[config.mk]
export PLATFORM = sky130hd
export DESIGN_NAME = midi_voice_allocator_core_flat
export DESIGN_NICKNAME = d
export VERILOG_FILES = /design/src/sv/mva_pkg.sv /design/src/sv/mva_in_if.sv /design/src/sv/mva_out_if.sv /design/src/sv/mva_cfg_if.sv /design/src/sv/mva_cell.sv /design/src/sv/midi_voice_allocator_core.sv /design/src/flat_wrapper.sv
export SDC_FILE = /design/constraint.sdc
export NUM_CORES = 1
export LEC_CHECK = 0
export CORE_MARGIN = 3
export CORE_UTILIZATION = 60
export CTS_BUF_LIST = sky130_fd_sc_hd__clkbuf_2
export CTS_CLUSTER_DIAMETER = 40
export DETAILED_ROUTE_END_ITERATION = 8
export DONT_BUFFER_PORTS = 1
export GPL_TIMING_DRIVEN = 0
export MAX_ROUTING_LAYER = met4
export PLACE_DENSITY = 0.79
export SLEW_MARGIN = 20
export SYNTH_ARGS = -nofsm -noshare
export SYNTH_HDL_FRONTEND = slang
export SYNTH_SLANG_ARGS = --single-unit
[constraint.sdc]
create_clock -name i_clk -period 4 [get_ports i_clk]
set_clock_uncertainty 0.05 [all_clocks]
set_input_delay 0.8 -clock i_clk [delete_from_list [all_inputs] [get_ports i_clk]]
set_output_delay 0.8 -clock i_clk [all_outputs]
set_load 0.005 [all_outputs]
[src/sv/mva_pkg.sv]
package mva_pkg;

    localparam int VOICES_DEF = 8;

    localparam logic [1:0] MODE_NOTE_OFF = 2'd0;
    localparam logic [1:0] MODE_NOTE_ON  = 2'd1;

    localparam logic [3:0] DRUM_CHANNEL  = 4'd9;

    typedef enum logic [2:0] {
        ACT_NONE       = 3'd0,
        ACT_GATE_ON    = 3'd1,
        ACT_GATE_OFF   = 3'd2,
        ACT_DRUM_START = 3'd3,
        ACT_DRUM_STOP  = 3'd4,
        ACT_NO_VOICE   = 3'd5,
        ACT_NOT_HELD   = 3'd6
    } t_action;

    typedef enum logic {
        ST_IDLE,
        ST_SCAN
    } t_state;

    // search request walking the voice cells
    typedef struct packed {
        logic       valid;
        logic       is_off;
        logic [6:0] note;
        logic       found;
    } t_tok;

endpackage

[src/sv/mva_in_if.sv]
interface mva_in_if;
    logic       valid;
    logic       ready;
    logic [1:0] mode;
    logic [6:0] note;
    logic [6:0] velocity;

    modport source (output valid, mode, note, velocity, input ready);
    modport sink   (input valid, mode, note, velocity, output ready);
endinterface

[src/sv/mva_out_if.sv]
interface mva_out_if;
    logic       valid;
    logic       ready;
    logic [2:0] action;
    logic [2:0] voice_index;
    logic [6:0] note_out;
    logic [6:0] velocity_out;

    modport source (output valid, action, voice_index, note_out, velocity_out, input ready);
    modport sink   (input valid, action, voice_index, note_out, velocity_out, output ready);
endinterface

[src/sv/mva_cfg_if.sv]
interface mva_cfg_if;
    logic       valid;
    logic       ready;
    logic [3:0] channel_number;

    modport source (output valid, channel_number, input ready);
    modport sink   (input valid, channel_number, output ready);
endinterface

[src/sv/mva_cell.sv]
module mva_cell #(
    parameter int IDX   = 0,
    parameter int IDX_W = 3
) (
    input  logic               i_clk,
    input  logic               i_rst_n,
    input  mva_pkg::t_tok      i_tok,
    input  logic [IDX_W-1:0]   i_idx,
    output mva_pkg::t_tok      o_tok,
    output logic [IDX_W-1:0]   o_idx
);
    import mva_pkg::*;

    logic             r_busy;
    logic [6:0]       r_key;
    t_tok             r_tok;
    logic [IDX_W-1:0] r_idx;

    logic w_hit;
    t_tok n_tok;

    always_comb begin
        w_hit = i_tok.valid && !i_tok.found &&
                (i_tok.is_off ? (r_busy && (r_key == i_tok.note)) : !r_busy);
        n_tok = i_tok;
        n_tok.found = i_tok.found | w_hit;
    end

    always_ff @(posedge i_clk) begin
        if (!i_rst_n) begin
            r_busy      <= 1'b0;
            r_tok.valid <= 1'b0;
        end else begin
            r_tok <= n_tok;
            if (w_hit) begin
                r_busy <= !i_tok.is_off;
            end
        end
    end

    // payload of the cell: key and index need no reset
    always_ff @(posedge i_clk) begin
        r_idx <= w_hit ? IDX_W'(IDX) : i_idx;
        if (w_hit && !i_tok.is_off) begin
            r_key <= i_tok.note;
        end
    end

    assign o_tok = r_tok;
    assign o_idx = r_idx;

endmodule

[src/sv/midi_voice_allocator_core.sv]
// MIDI voice allocator for one channel, first-free policy. Each request is one
// channel event (note off, note on, other) and yields exactly one result. On a
// melodic channel a note event launches a search that walks a row of VOICES
// voice cells, one cell per clock; the first free (note on) or first matching
// busy (note off / velocity zero) cell claims or frees itself. The result
// leaves the last cell into a pending register, and the next request is taken
// once that result has moved on into the output register. Drum-channel and
// ignored events skip the search and go into the pending register. A finished
// result waits in an output register, so a new request can be taken while it
// is stalled. The channel register is written through the config channel,
// which is always ready; write it only while the block is idle.
module midi_voice_allocator_core #(
    parameter int VOICES = mva_pkg::VOICES_DEF
) (
    input  logic       i_clk,
    input  logic       i_rst_n,
    mva_in_if.sink     i_req,
    mva_out_if.source  o_res,
    mva_cfg_if.sink    i_cfg
);
    import mva_pkg::*;

    localparam int IDX_W = (VOICES > 1) ? $clog2(VOICES) : 1;

    t_state     r_state, n_state;
    logic [3:0] r_chan;
    logic [6:0] r_note;
    logic [6:0] r_vel;

    logic       r_pend_valid;
    t_action    r_pend_act;
    logic [2:0] r_pend_idx;
    logic [6:0] r_pend_note;
    logic [6:0] r_pend_vel;

    logic       r_out_valid;
    t_action    r_out_act;
    logic [2:0] r_out_idx;
    logic [6:0] r_out_note;
    logic [6:0] r_out_vel;

    t_tok             w_tok [VOICES+1];
    logic [IDX_W-1:0] w_idx [VOICES+1];

    logic    w_ready;
    logic    w_accept;
    logic    w_is_note;
    logic    w_drum;
    logic    w_launch;
    t_action w_imm_act;
    logic    w_out_free;
    t_tok    w_tail;
    t_action w_tail_act;

    assign w_accept  = i_req.valid && w_ready;
    assign w_is_note = (i_req.mode inside {MODE_NOTE_OFF, MODE_NOTE_ON});
    assign w_drum    = (r_chan == DRUM_CHANNEL);
    assign w_launch  = w_accept && w_is_note && !w_drum;
    assign w_tail    = w_tok[VOICES];

    // state machine: next state and ready
    always_comb begin
        n_state = r_state;
        w_ready = 1'b0;
        case (r_state)
            ST_IDLE: begin
                w_ready = !r_pend_valid;
                if (w_launch) begin
                    n_state = ST_SCAN;
                end
            end
            ST_SCAN: begin
                if (w_tail.valid) begin
                    n_state = ST_IDLE;
                end
            end
            default: n_state = ST_IDLE;
        endcase
    end

    // result for events that need no search
    always_comb begin
        if (!w_is_note) begin
            w_imm_act = ACT_NONE;
        end else if (i_req.mode == MODE_NOTE_OFF) begin
            w_imm_act = ACT_NONE;
        end else if (i_req.velocity == 7'd0) begin
            w_imm_act = ACT_DRUM_STOP;
        end else begin
            w_imm_act = ACT_DRUM_START;
        end
    end

    always_comb begin
        if (w_tail.is_off) begin
            w_tail_act = w_tail.found ? ACT_GATE_OFF : ACT_NOT_HELD;
        end else begin
            w_tail_act = w_tail.found ? ACT_GATE_ON : ACT_NO_VOICE;
        end
    end

    // launch request into the first cell
    assign w_tok[0] = '{
        valid:  w_launch,
        is_off: !((i_req.mode == MODE_NOTE_ON) && (i_req.velocity != 7'd0)),
        note:   i_req.note,
        found:  1'b0
    };
    assign w_idx[0] = '0;

    for (genvar g = 0; g < VOICES; g++) begin : g_cell
        mva_cell #(
            .IDX   (g),
            .IDX_W (IDX_W)
        ) u_cell (
            .i_clk   (i_clk),
            .i_rst_n (i_rst_n),
            .i_tok   (w_tok[g]),
            .i_idx   (w_idx[g]),
            .o_tok   (w_tok[g+1]),
            .o_idx   (w_idx[g+1])
        );
    end

    assign w_out_free = !r_out_valid || o_res.ready;

    always_ff @(posedge i_clk) begin
        if (!i_rst_n) begin
            r_state      <= ST_IDLE;
            r_chan       <= 4'd0;
            r_pend_valid <= 1'b0;
            r_out_valid  <= 1'b0;
        end else begin
            r_state <= n_state;
            if (i_cfg.valid) begin
                r_chan <= i_cfg.channel_number;
            end
            // drain pending slot into the output register
            if (r_pend_valid && w_out_free) begin
                r_out_valid  <= 1'b1;
                r_pend_valid <= 1'b0;
            end else if (o_res.ready) begin
                r_out_valid <= 1'b0;
            end
            if ((w_accept && !w_launch) || w_tail.valid) begin
                r_pend_valid <= 1'b1;
            end
        end
    end

    always_ff @(posedge i_clk) begin
        if (w_accept) begin
            r_note <= i_req.note;
            r_vel  <= i_req.velocity;
        end
        if (w_accept && !w_launch) begin
            r_pend_act  <= w_imm_act;
            r_pend_idx  <= 3'd0;
            r_pend_note <= (w_imm_act == ACT_NONE) ? 7'd0 : i_req.note;
            r_pend_vel  <= (w_imm_act == ACT_NONE) ? 7'd0 : i_req.velocity;
        end else if (w_tail.valid) begin
            r_pend_act  <= w_tail_act;
            r_pend_idx  <= 3'(w_idx[VOICES]);
            r_pend_note <= r_note;
            r_pend_vel  <= r_vel;
        end
        if (r_pend_valid && w_out_free) begin
            r_out_act  <= r_pend_act;
            r_out_idx  <= r_pend_idx;
            r_out_note <= r_pend_note;
            r_out_vel  <= r_pend_vel;
        end
    end

    assign i_req.ready        = w_ready;
    assign i_cfg.ready        = 1'b1;
    assign o_res.valid        = r_out_valid;
    assign o_res.action       = r_out_act;
    assign o_res.voice_index  = r_out_idx;
    assign o_res.note_out     = r_out_note;
    assign o_res.velocity_out = r_out_vel;

endmodule

[src/flat_wrapper.sv]
// flat-port wrapper written by rule: the top's interface ports become plain ports
module midi_voice_allocator_core_flat import mva_pkg::*;
#(
    parameter int VOICES = mva_pkg::VOICES_DEF
)
  (i_clk, i_rst_n, i_req_valid, i_req_mode, i_req_note, i_req_velocity, i_req_ready, o_res_valid, o_res_action, o_res_voice_index, o_res_note_out, o_res_velocity_out, o_res_ready, i_cfg_valid, i_cfg_channel_number, i_cfg_ready);
  mva_in_if i_req_i ();
  mva_out_if o_res_i ();
  mva_cfg_if i_cfg_i ();
  input  logic i_clk;
  input  logic i_rst_n;
  input wire logic [$bits(i_req_i.valid)-1:0] i_req_valid;
  input wire logic [$bits(i_req_i.mode)-1:0] i_req_mode;
  input wire logic [$bits(i_req_i.note)-1:0] i_req_note;
  input wire logic [$bits(i_req_i.velocity)-1:0] i_req_velocity;
  output wire logic [$bits(i_req_i.ready)-1:0] i_req_ready;
  output wire logic [$bits(o_res_i.valid)-1:0] o_res_valid;
  output wire logic [$bits(o_res_i.action)-1:0] o_res_action;
  output wire logic [$bits(o_res_i.voice_index)-1:0] o_res_voice_index;
  output wire logic [$bits(o_res_i.note_out)-1:0] o_res_note_out;
  output wire logic [$bits(o_res_i.velocity_out)-1:0] o_res_velocity_out;
  input wire logic [$bits(o_res_i.ready)-1:0] o_res_ready;
  input wire logic [$bits(i_cfg_i.valid)-1:0] i_cfg_valid;
  input wire logic [$bits(i_cfg_i.channel_number)-1:0] i_cfg_channel_number;
  output wire logic [$bits(i_cfg_i.ready)-1:0] i_cfg_ready;
  assign i_req_i.valid = i_req_valid;
  assign i_req_i.mode = i_req_mode;
  assign i_req_i.note = i_req_note;
  assign i_req_i.velocity = i_req_velocity;
  assign i_req_ready = i_req_i.ready;
  assign o_res_valid = o_res_i.valid;
  assign o_res_action = o_res_i.action;
  assign o_res_voice_index = o_res_i.voice_index;
  assign o_res_note_out = o_res_i.note_out;
  assign o_res_velocity_out = o_res_i.velocity_out;
  assign o_res_i.ready = o_res_ready;
  assign i_cfg_i.valid = i_cfg_valid;
  assign i_cfg_i.channel_number = i_cfg_channel_number;
  assign i_cfg_ready = i_cfg_i.ready;
  midi_voice_allocator_core #(.VOICES(VOICES)) u_core (.i_clk(i_clk), .i_rst_n(i_rst_n), .i_req(i_req_i), .o_res(o_res_i), .i_cfg(i_cfg_i));
endmodule
Word level (Yosys, flattened, before mapping)
Index checks and enable logic that the tools add are counted.
- add/subtract/negate cells: 0
- multiply operators: 0
- divide/modulo/power cells: 0
- order comparisons: 0
- equality and inequality tests: 10
- shift-type cells: 0
- mux-type cells: 30
- bitwise operators: 8
- reductions and logical operators: 74
- operators by type and width (kind ; count):
    $eq A7 B7 Y1 ; 8
    $mux W7 ; 6
    $logic_and A1 B1 Y1 ; 37
    $logic_not A1 Y1 ; 27
    $mux W3 ; 8
    $mux W1 ; 15
    $reduce_bool A2 Y1 ; 4
    $logic_not A7 Y1 ; 1
    $or A1 B1 Y1 ; 7
    $reduce_bool A7 Y1 ; 1
    $eq A4 B4 Y1 const B ; 1
    $logic_not A3 Y1 ; 1
    $eq A2 B1 Y1 const B ; 1
    $logic_not A2 Y1 ; 1
    $logic_or A1 B1 Y1 ; 2
    $pmux W1 S2 ; 1
    $not A1 Y1 ; 1
- register bits after elaboration: 215
- latch bits: 0
- RAM bits: 0
- ROM bits: 0
- input bits: 25
- output and inout bits: 23
- word-level logic and storage cells: 190
- memories kept: 0

Logic depth before layout (Yosys ltp)
- depth after elaboration: 9
- mapped depth: 5
- mapped depth without buffers: 4

Hierarchy
Synthesis repeated with hierarchy kept, for this count alone.
- cell total of the unflattened synthesis: 485
- area total of the unflattened synthesis: 8231.6 um^2
- modules (own cells, without submodules) (module ; instances ; cells each ; area an instance (um^2) ; seq. area each (um^2)):
    midi_voice_allocator_core ; 1 ; 149 ; 2331.0 ; 1731.7
    mva_cell (u_core.g_cell[1].u_cell ...) ; 3 ; 42 ; 742.0 ; 580.6
    mva_cell (u_core.g_cell[3].u_cell ...) ; 3 ; 42 ; 734.5 ; 580.6
    mva_cell (u_core.g_cell[0].u_cell) ; 1 ; 42 ; 743.2 ; 580.6
    mva_cell (u_core.g_cell[7].u_cell) ; 1 ; 42 ; 728.2 ; 580.6

Least setup slack after synthesis
Ideal clock, no wire load.
- path kind: input-to-reg
- start point: input i_req_valid
- end point: register u_core.r_pend_act[0] (enable)
- setup time: 0.376 ns
- arrival: 2.985 ns
- data required time: 3.574 ns
- setup slack: 0.589 ns
- cell stages on the path: 4
- path buffers: 1
- path through: nor3b_1 a21bo_2 clkbuf_1 nand2b_1
- longest elaborated chain between the ends: 6
- RTL lines (element ; RTL line ; text):
    start, declared ; flat_wrapper.sv:12 ; input wire logic [$bits(i_req_i.valid)-1:0] i_req_valid;
    $logic_and A1 B1 Y1 (*) ; midi_voice_allocator_core.sv:55 ; assign w_accept = i_req.valid && w_ready;
    $logic_and A1 B1 Y1 (2 in a row) ; midi_voice_allocator_core.sv:58 ; assign w_launch = w_accept && w_is_note && !w_drum;
    $logic_not A1 Y1 ; midi_voice_allocator_core.sv:156 ; if (w_accept && !w_launch) begin
    $logic_and A1 B1 Y1 (*) ; midi_voice_allocator_core.sv:156 ;
    $reduce_bool A2 Y1 (no source line) (*) ; - ;
    end signal, assigned ; midi_voice_allocator_core.sv:157 ; r_pend_act <= w_imm_act;
    end signal, assigned ; midi_voice_allocator_core.sv:162 ; r_pend_act <= w_tail_act;
    end, declared ; midi_voice_allocator_core.sv:31 ; t_action r_pend_act;
Mark *: on every way between the ends. The rest lies on a longest branch, timed or not.
A chain may end at the register's enable or synchronous reset.

Worst setup path after layout
- start point: register u_core.r_pend_valid
- end point: register u_core.r_pend_note[3] (enable)
- longest elaborated chain between the ends: 8
- RTL lines (element ; RTL line ; text):
    start, declared ; midi_voice_allocator_core.sv:30 ; logic r_pend_valid;
    start signal, assigned ; midi_voice_allocator_core.sv:131 ; r_pend_valid <= 1'b0;
    start signal, assigned ; midi_voice_allocator_core.sv:141 ; r_pend_valid <= 1'b0;
    start signal, assigned ; midi_voice_allocator_core.sv:146 ; r_pend_valid <= 1'b1;
    $logic_not A1 Y1 (*) ; midi_voice_allocator_core.sv:67 ; w_ready = !r_pend_valid;
    $mux W1 (*) ; midi_voice_allocator_core.sv:65 ; case (r_state)
    $logic_and A1 B1 Y1 (*) ; midi_voice_allocator_core.sv:55 ;
    net u_core.w_accept ; midi_voice_allocator_core.sv:46 ; logic w_accept;
    $logic_and A1 B1 Y1 (2 in a row) ; midi_voice_allocator_core.sv:58 ;
    $logic_not A1 Y1 ; midi_voice_allocator_core.sv:156 ;
    $logic_and A1 B1 Y1 (*) ; midi_voice_allocator_core.sv:156 ;
    $reduce_bool A2 Y1 (no source line) (*) ; - ;
    end signal, assigned ; midi_voice_allocator_core.sv:159 ; r_pend_note <= (w_imm_act == ACT_NONE) ? 7'd0 : i_req.note;
    end signal, assigned ; midi_voice_allocator_core.sv:164 ; r_pend_note <= r_note;
    end, declared ; midi_voice_allocator_core.sv:33 ; logic [6:0] r_pend_note;
Mark *: on every way through the listed nets, which the timed path passes. The rest lies on a longest branch.

==> flow_metrics.py <==
metrics = {
    "timing": {
        "slew_violations": 0,
        "finalSetupViolations": 0,
        "max_freq_ghz": 0.3683,
        "fin_ws_ns": 1.285,
        "finalSetupTns_ns": 0,
        "hold_viol": 0,
        "rsz0062_at_grt": "false",
        "slew_headroom_pct": 46.01,
        "period_share_pct": 67.88,
        "fin_crit_ns": 2.715,
        "tightest_slew_ns": 0.8098,
    },
    "worst_setup_path": {
        "cp.arrival_ns": 3.02,
        "startpoint_type": "flip-flop",
        "reg2reg_slack_ns": 1.28,
        "worstSetupPathType": "reg2reg",
        "crit_required_ns": 4.31,
        "cp-end-kind": "flip-flop",
        "critPathMaxFanout": 17,
    },
    "cts": {
        "post_cts_buffers": 0,
        "cts_sinks": 215,
        "clock_path_buffers": 3,
        "cts_hold_buf": 0,
        "cts_max_level": 2,
        "ctsResizeCount": 0,
        "cts_made_buffers": 50,
        "path_clk_slew_ns": 0.11,
        "clock_tree.root_cell": "clkbuf_2",
        "cts_tree": "done",
        "clock_latency_ns": 0.74,
    },
    "grt": {
        "track_usage_pct": 18.36,
        "grt_pass1_wl_um": 20090,
        "grt_max_degree": 73,
        "antenna_found_initial": 0,
        "overflow": 0,
        "grt_pass1_vias": 4236,
    },
    "die": {
        "dieArea_um2": 14240,
        "core_area_um2": 12260,
        "num_rows": 40,
        "start_util_pct": 62.84,
        "fp.dieW_um": 119.3,
        "ios": 48,
        "die_y_um": 119.3,
    },
    "routing": {
        "vias": 3962,
        "drtAntennaViolNets": 0,
        "drc": 0,
        "viasPerCell": 5.413,
        "routedWlPerCell_um": 16.54,
        "drt_iter0_markers": 279,
        "wl_um": 12110,
        "firstDrtPassIters": 4,
    },
    "final_layout": {
        "multi_input_area_um2": 1640,
        "drive_gt1_share_pct": 18.09,
        "regArea_um2": 6026,
        "final_cell_mix": "edfxtp_1, clkbuf_2, dfxtp_1, xor2_1, nand2_1",
        "fin_nets": 547,
        "antenna_cells": 0,
        "fillers": 840,
        "area_growth_pct": 9.971,
        "final_common_cell": "edfxtp_1",
    },
    "synthesis": {
        "synth_nets": 492,
        "async_flop_share_pct": 0,
        "synthCells": 467,
        "syn_area_um2": 7705,
        "syn_area_per_cell_um2": 16.50,
        "ys_seq_elements": 215,
        "synth-edff-count": 172,
        "seq_area_frac_synth_pct": 78.21,
        "synth.distinct_cells": 45,
        "yosys_warnings": 0,
        "synth-main-ff-cell": "edfxtp_1",
    },
    "placement": {
        "gp_congestion": 0.7852,
        "portBuffers": 0,
        "pre_cts_ws_ns": 0.9546,
        "dp_hpwl_um": 8119,
    },
    "run_status": {
        "status": "completed",
    },
    "power_and_ir_drop": {
        "irDropWorstVdd_uv": 313.9,
        "power_density_nw_per_um2": 486.0,
        "p_leak_uw": 0.003053,
    },
    "worst_hold_path": {
        "hold_path.class": "in2reg",
    },
    "flow_run": {
        "max_cap_viol_count": 0,
    },
}
[worst max-delay path: stages, from the launching register on]
cell and delay, ns:
dfxtp_1 0.39, nor3b_2 0.53, buf_6 0.24, a21bo_2 0.24, clkbuf_1 0.22, nand2b_1 0.65
[through the flow]
step | cells | hold slack (ns) | area [um2] | total power (uW) | util, %
6_report | 732 | 0.09234 | 8473 | 4118 | 69.10
2_1_floorplan | 467 | 0.3363 | 7705 | 2683 | -
5_1_grt | 732 | 0.01415 | 8473 | 4326 | 69.10
3_5_place_dp | 638 | 0.3470 | 7960 | 2733 | 64.92
3_3_place_gp | 635 | 0.3407 | 7915 | 2714 | 64.55
4_1_cts | 732 | 0.03075 | 8463 | 4170 | 69.02
[final cells by class]
| cell class | instances | area share, % |
|---|---|---|
| plain buffers | 10 | 0.5611 |
| clock buffers | 77 | 4.548 |
| clock inverters | 17 | 1.388 |
| inverters | 4 | 0.1772 |
| multi-input cells | 238 | 19.36 |
| flip-flops and latches | 215 | 71.12 |
| well taps | 168 | 2.481 |
| repair buffers | 3 | 0.3692 |
[final timing paths]
| check | cells after the start | start | to |
|---|---|---|---|
| max | 5 | u_core.r_pend_valid$_SDFFE_PN0P_ | u_core.r_pend_note[3]$_DFFE_PP_ |
| min | 0 | i_req_velocity[2] | u_core.r_vel[2]$_DFFE_PP_ |
| max reg2reg | 5 | u_core.r_pend_valid$_SDFFE_PN0P_ | u_core.r_pend_note[3]$_DFFE_PP_ |
| min reg2reg | 1 | u_core.g_cell[5].u_cell.o_idx[0]$_SDFF_PP1_ | u_core.g_cell[6].u_cell.o_idx[0]$_SDFF_PP0_ |
[metal layers]
layer / track usage (%) / vias to the layer above / wire [um]
met3: 5.176 / 31 / 749
met4: 8.805 / 0 / 284
met1: 21.17 / 1938 / 4693
met5: - / - / 0
met2: 29.92 / 117 / 6379
li1: - / 1876 / -
[Yosys cell counts, types with 6 or more instances]
cell type	count	share of area, %
edfxtp_1	172	67
dfxtp_1	43	11
xor2_1	42	4.8
nand2_1	34	1.7
nand2b_1	16	1.3
o21ai_0	14	0.91
xnor2_1	14	1.6
nor2b_1	13	1.1
nor4_1	13	1.1
nor2_1	10	0.49
and2_1	9	0.73
mux2i_1	8	1.0
nor3b_1	8	0.78
o21a_1	7	0.68
nand3b_1	6	0.58
[logic make-up (layout without fill, tap and decap cells)]
family / Yosys count / in the layout / share of synthesized area [%]
AOI/OAI and AO/OA: 44 / 44 / 4.076
xor gates and xnor gates: 56 / 56 / 6.366
muxes: 8 / 8 / 1.039
DFF: 215 / 215 / 78.21
buffers and inverters: 14 / 111 / 0.8118
other: 1 / 1 / 0.04867
and+or+nand+nor: 129 / 129 / 9.451
[state kept, by name (all words and copies together), names as in the netlist]
register,count
u_core.g_cell.u_cell.r_key,56
u_core.o_res.valid,1
u_core.g_cell.u_cell.r_busy,8
u_core.r_note,7
u_core.r_pend_note,7
u_core.r_pend_valid,1
u_core.r_state,1
u_core.r_pend_idx,3
u_core.r_pend_vel,7
u_core.g_cell.u_cell.o_tok,73
u_core.g_cell.u_cell.o_idx,17
u_core.o_res.action,3
u_core.o_res.voice_index,3
u_core.o_res.note_out,7
u_core.r_chan,4
u_core.r_pend_act,3
u_core.o_res.velocity_out,7
u_core.r_vel,7
[where the power goes]
part	switching, uW	leakage, uW	total [uW]	internal (uW)
Clock	795	0.000379	1440	642
Combinational	65.7	0.000707	116	50.4
Sequential	54.5	0.00197	2560	2510
Total	915	0.00305	4120	3200
Power figures use the tool's default switching activity.
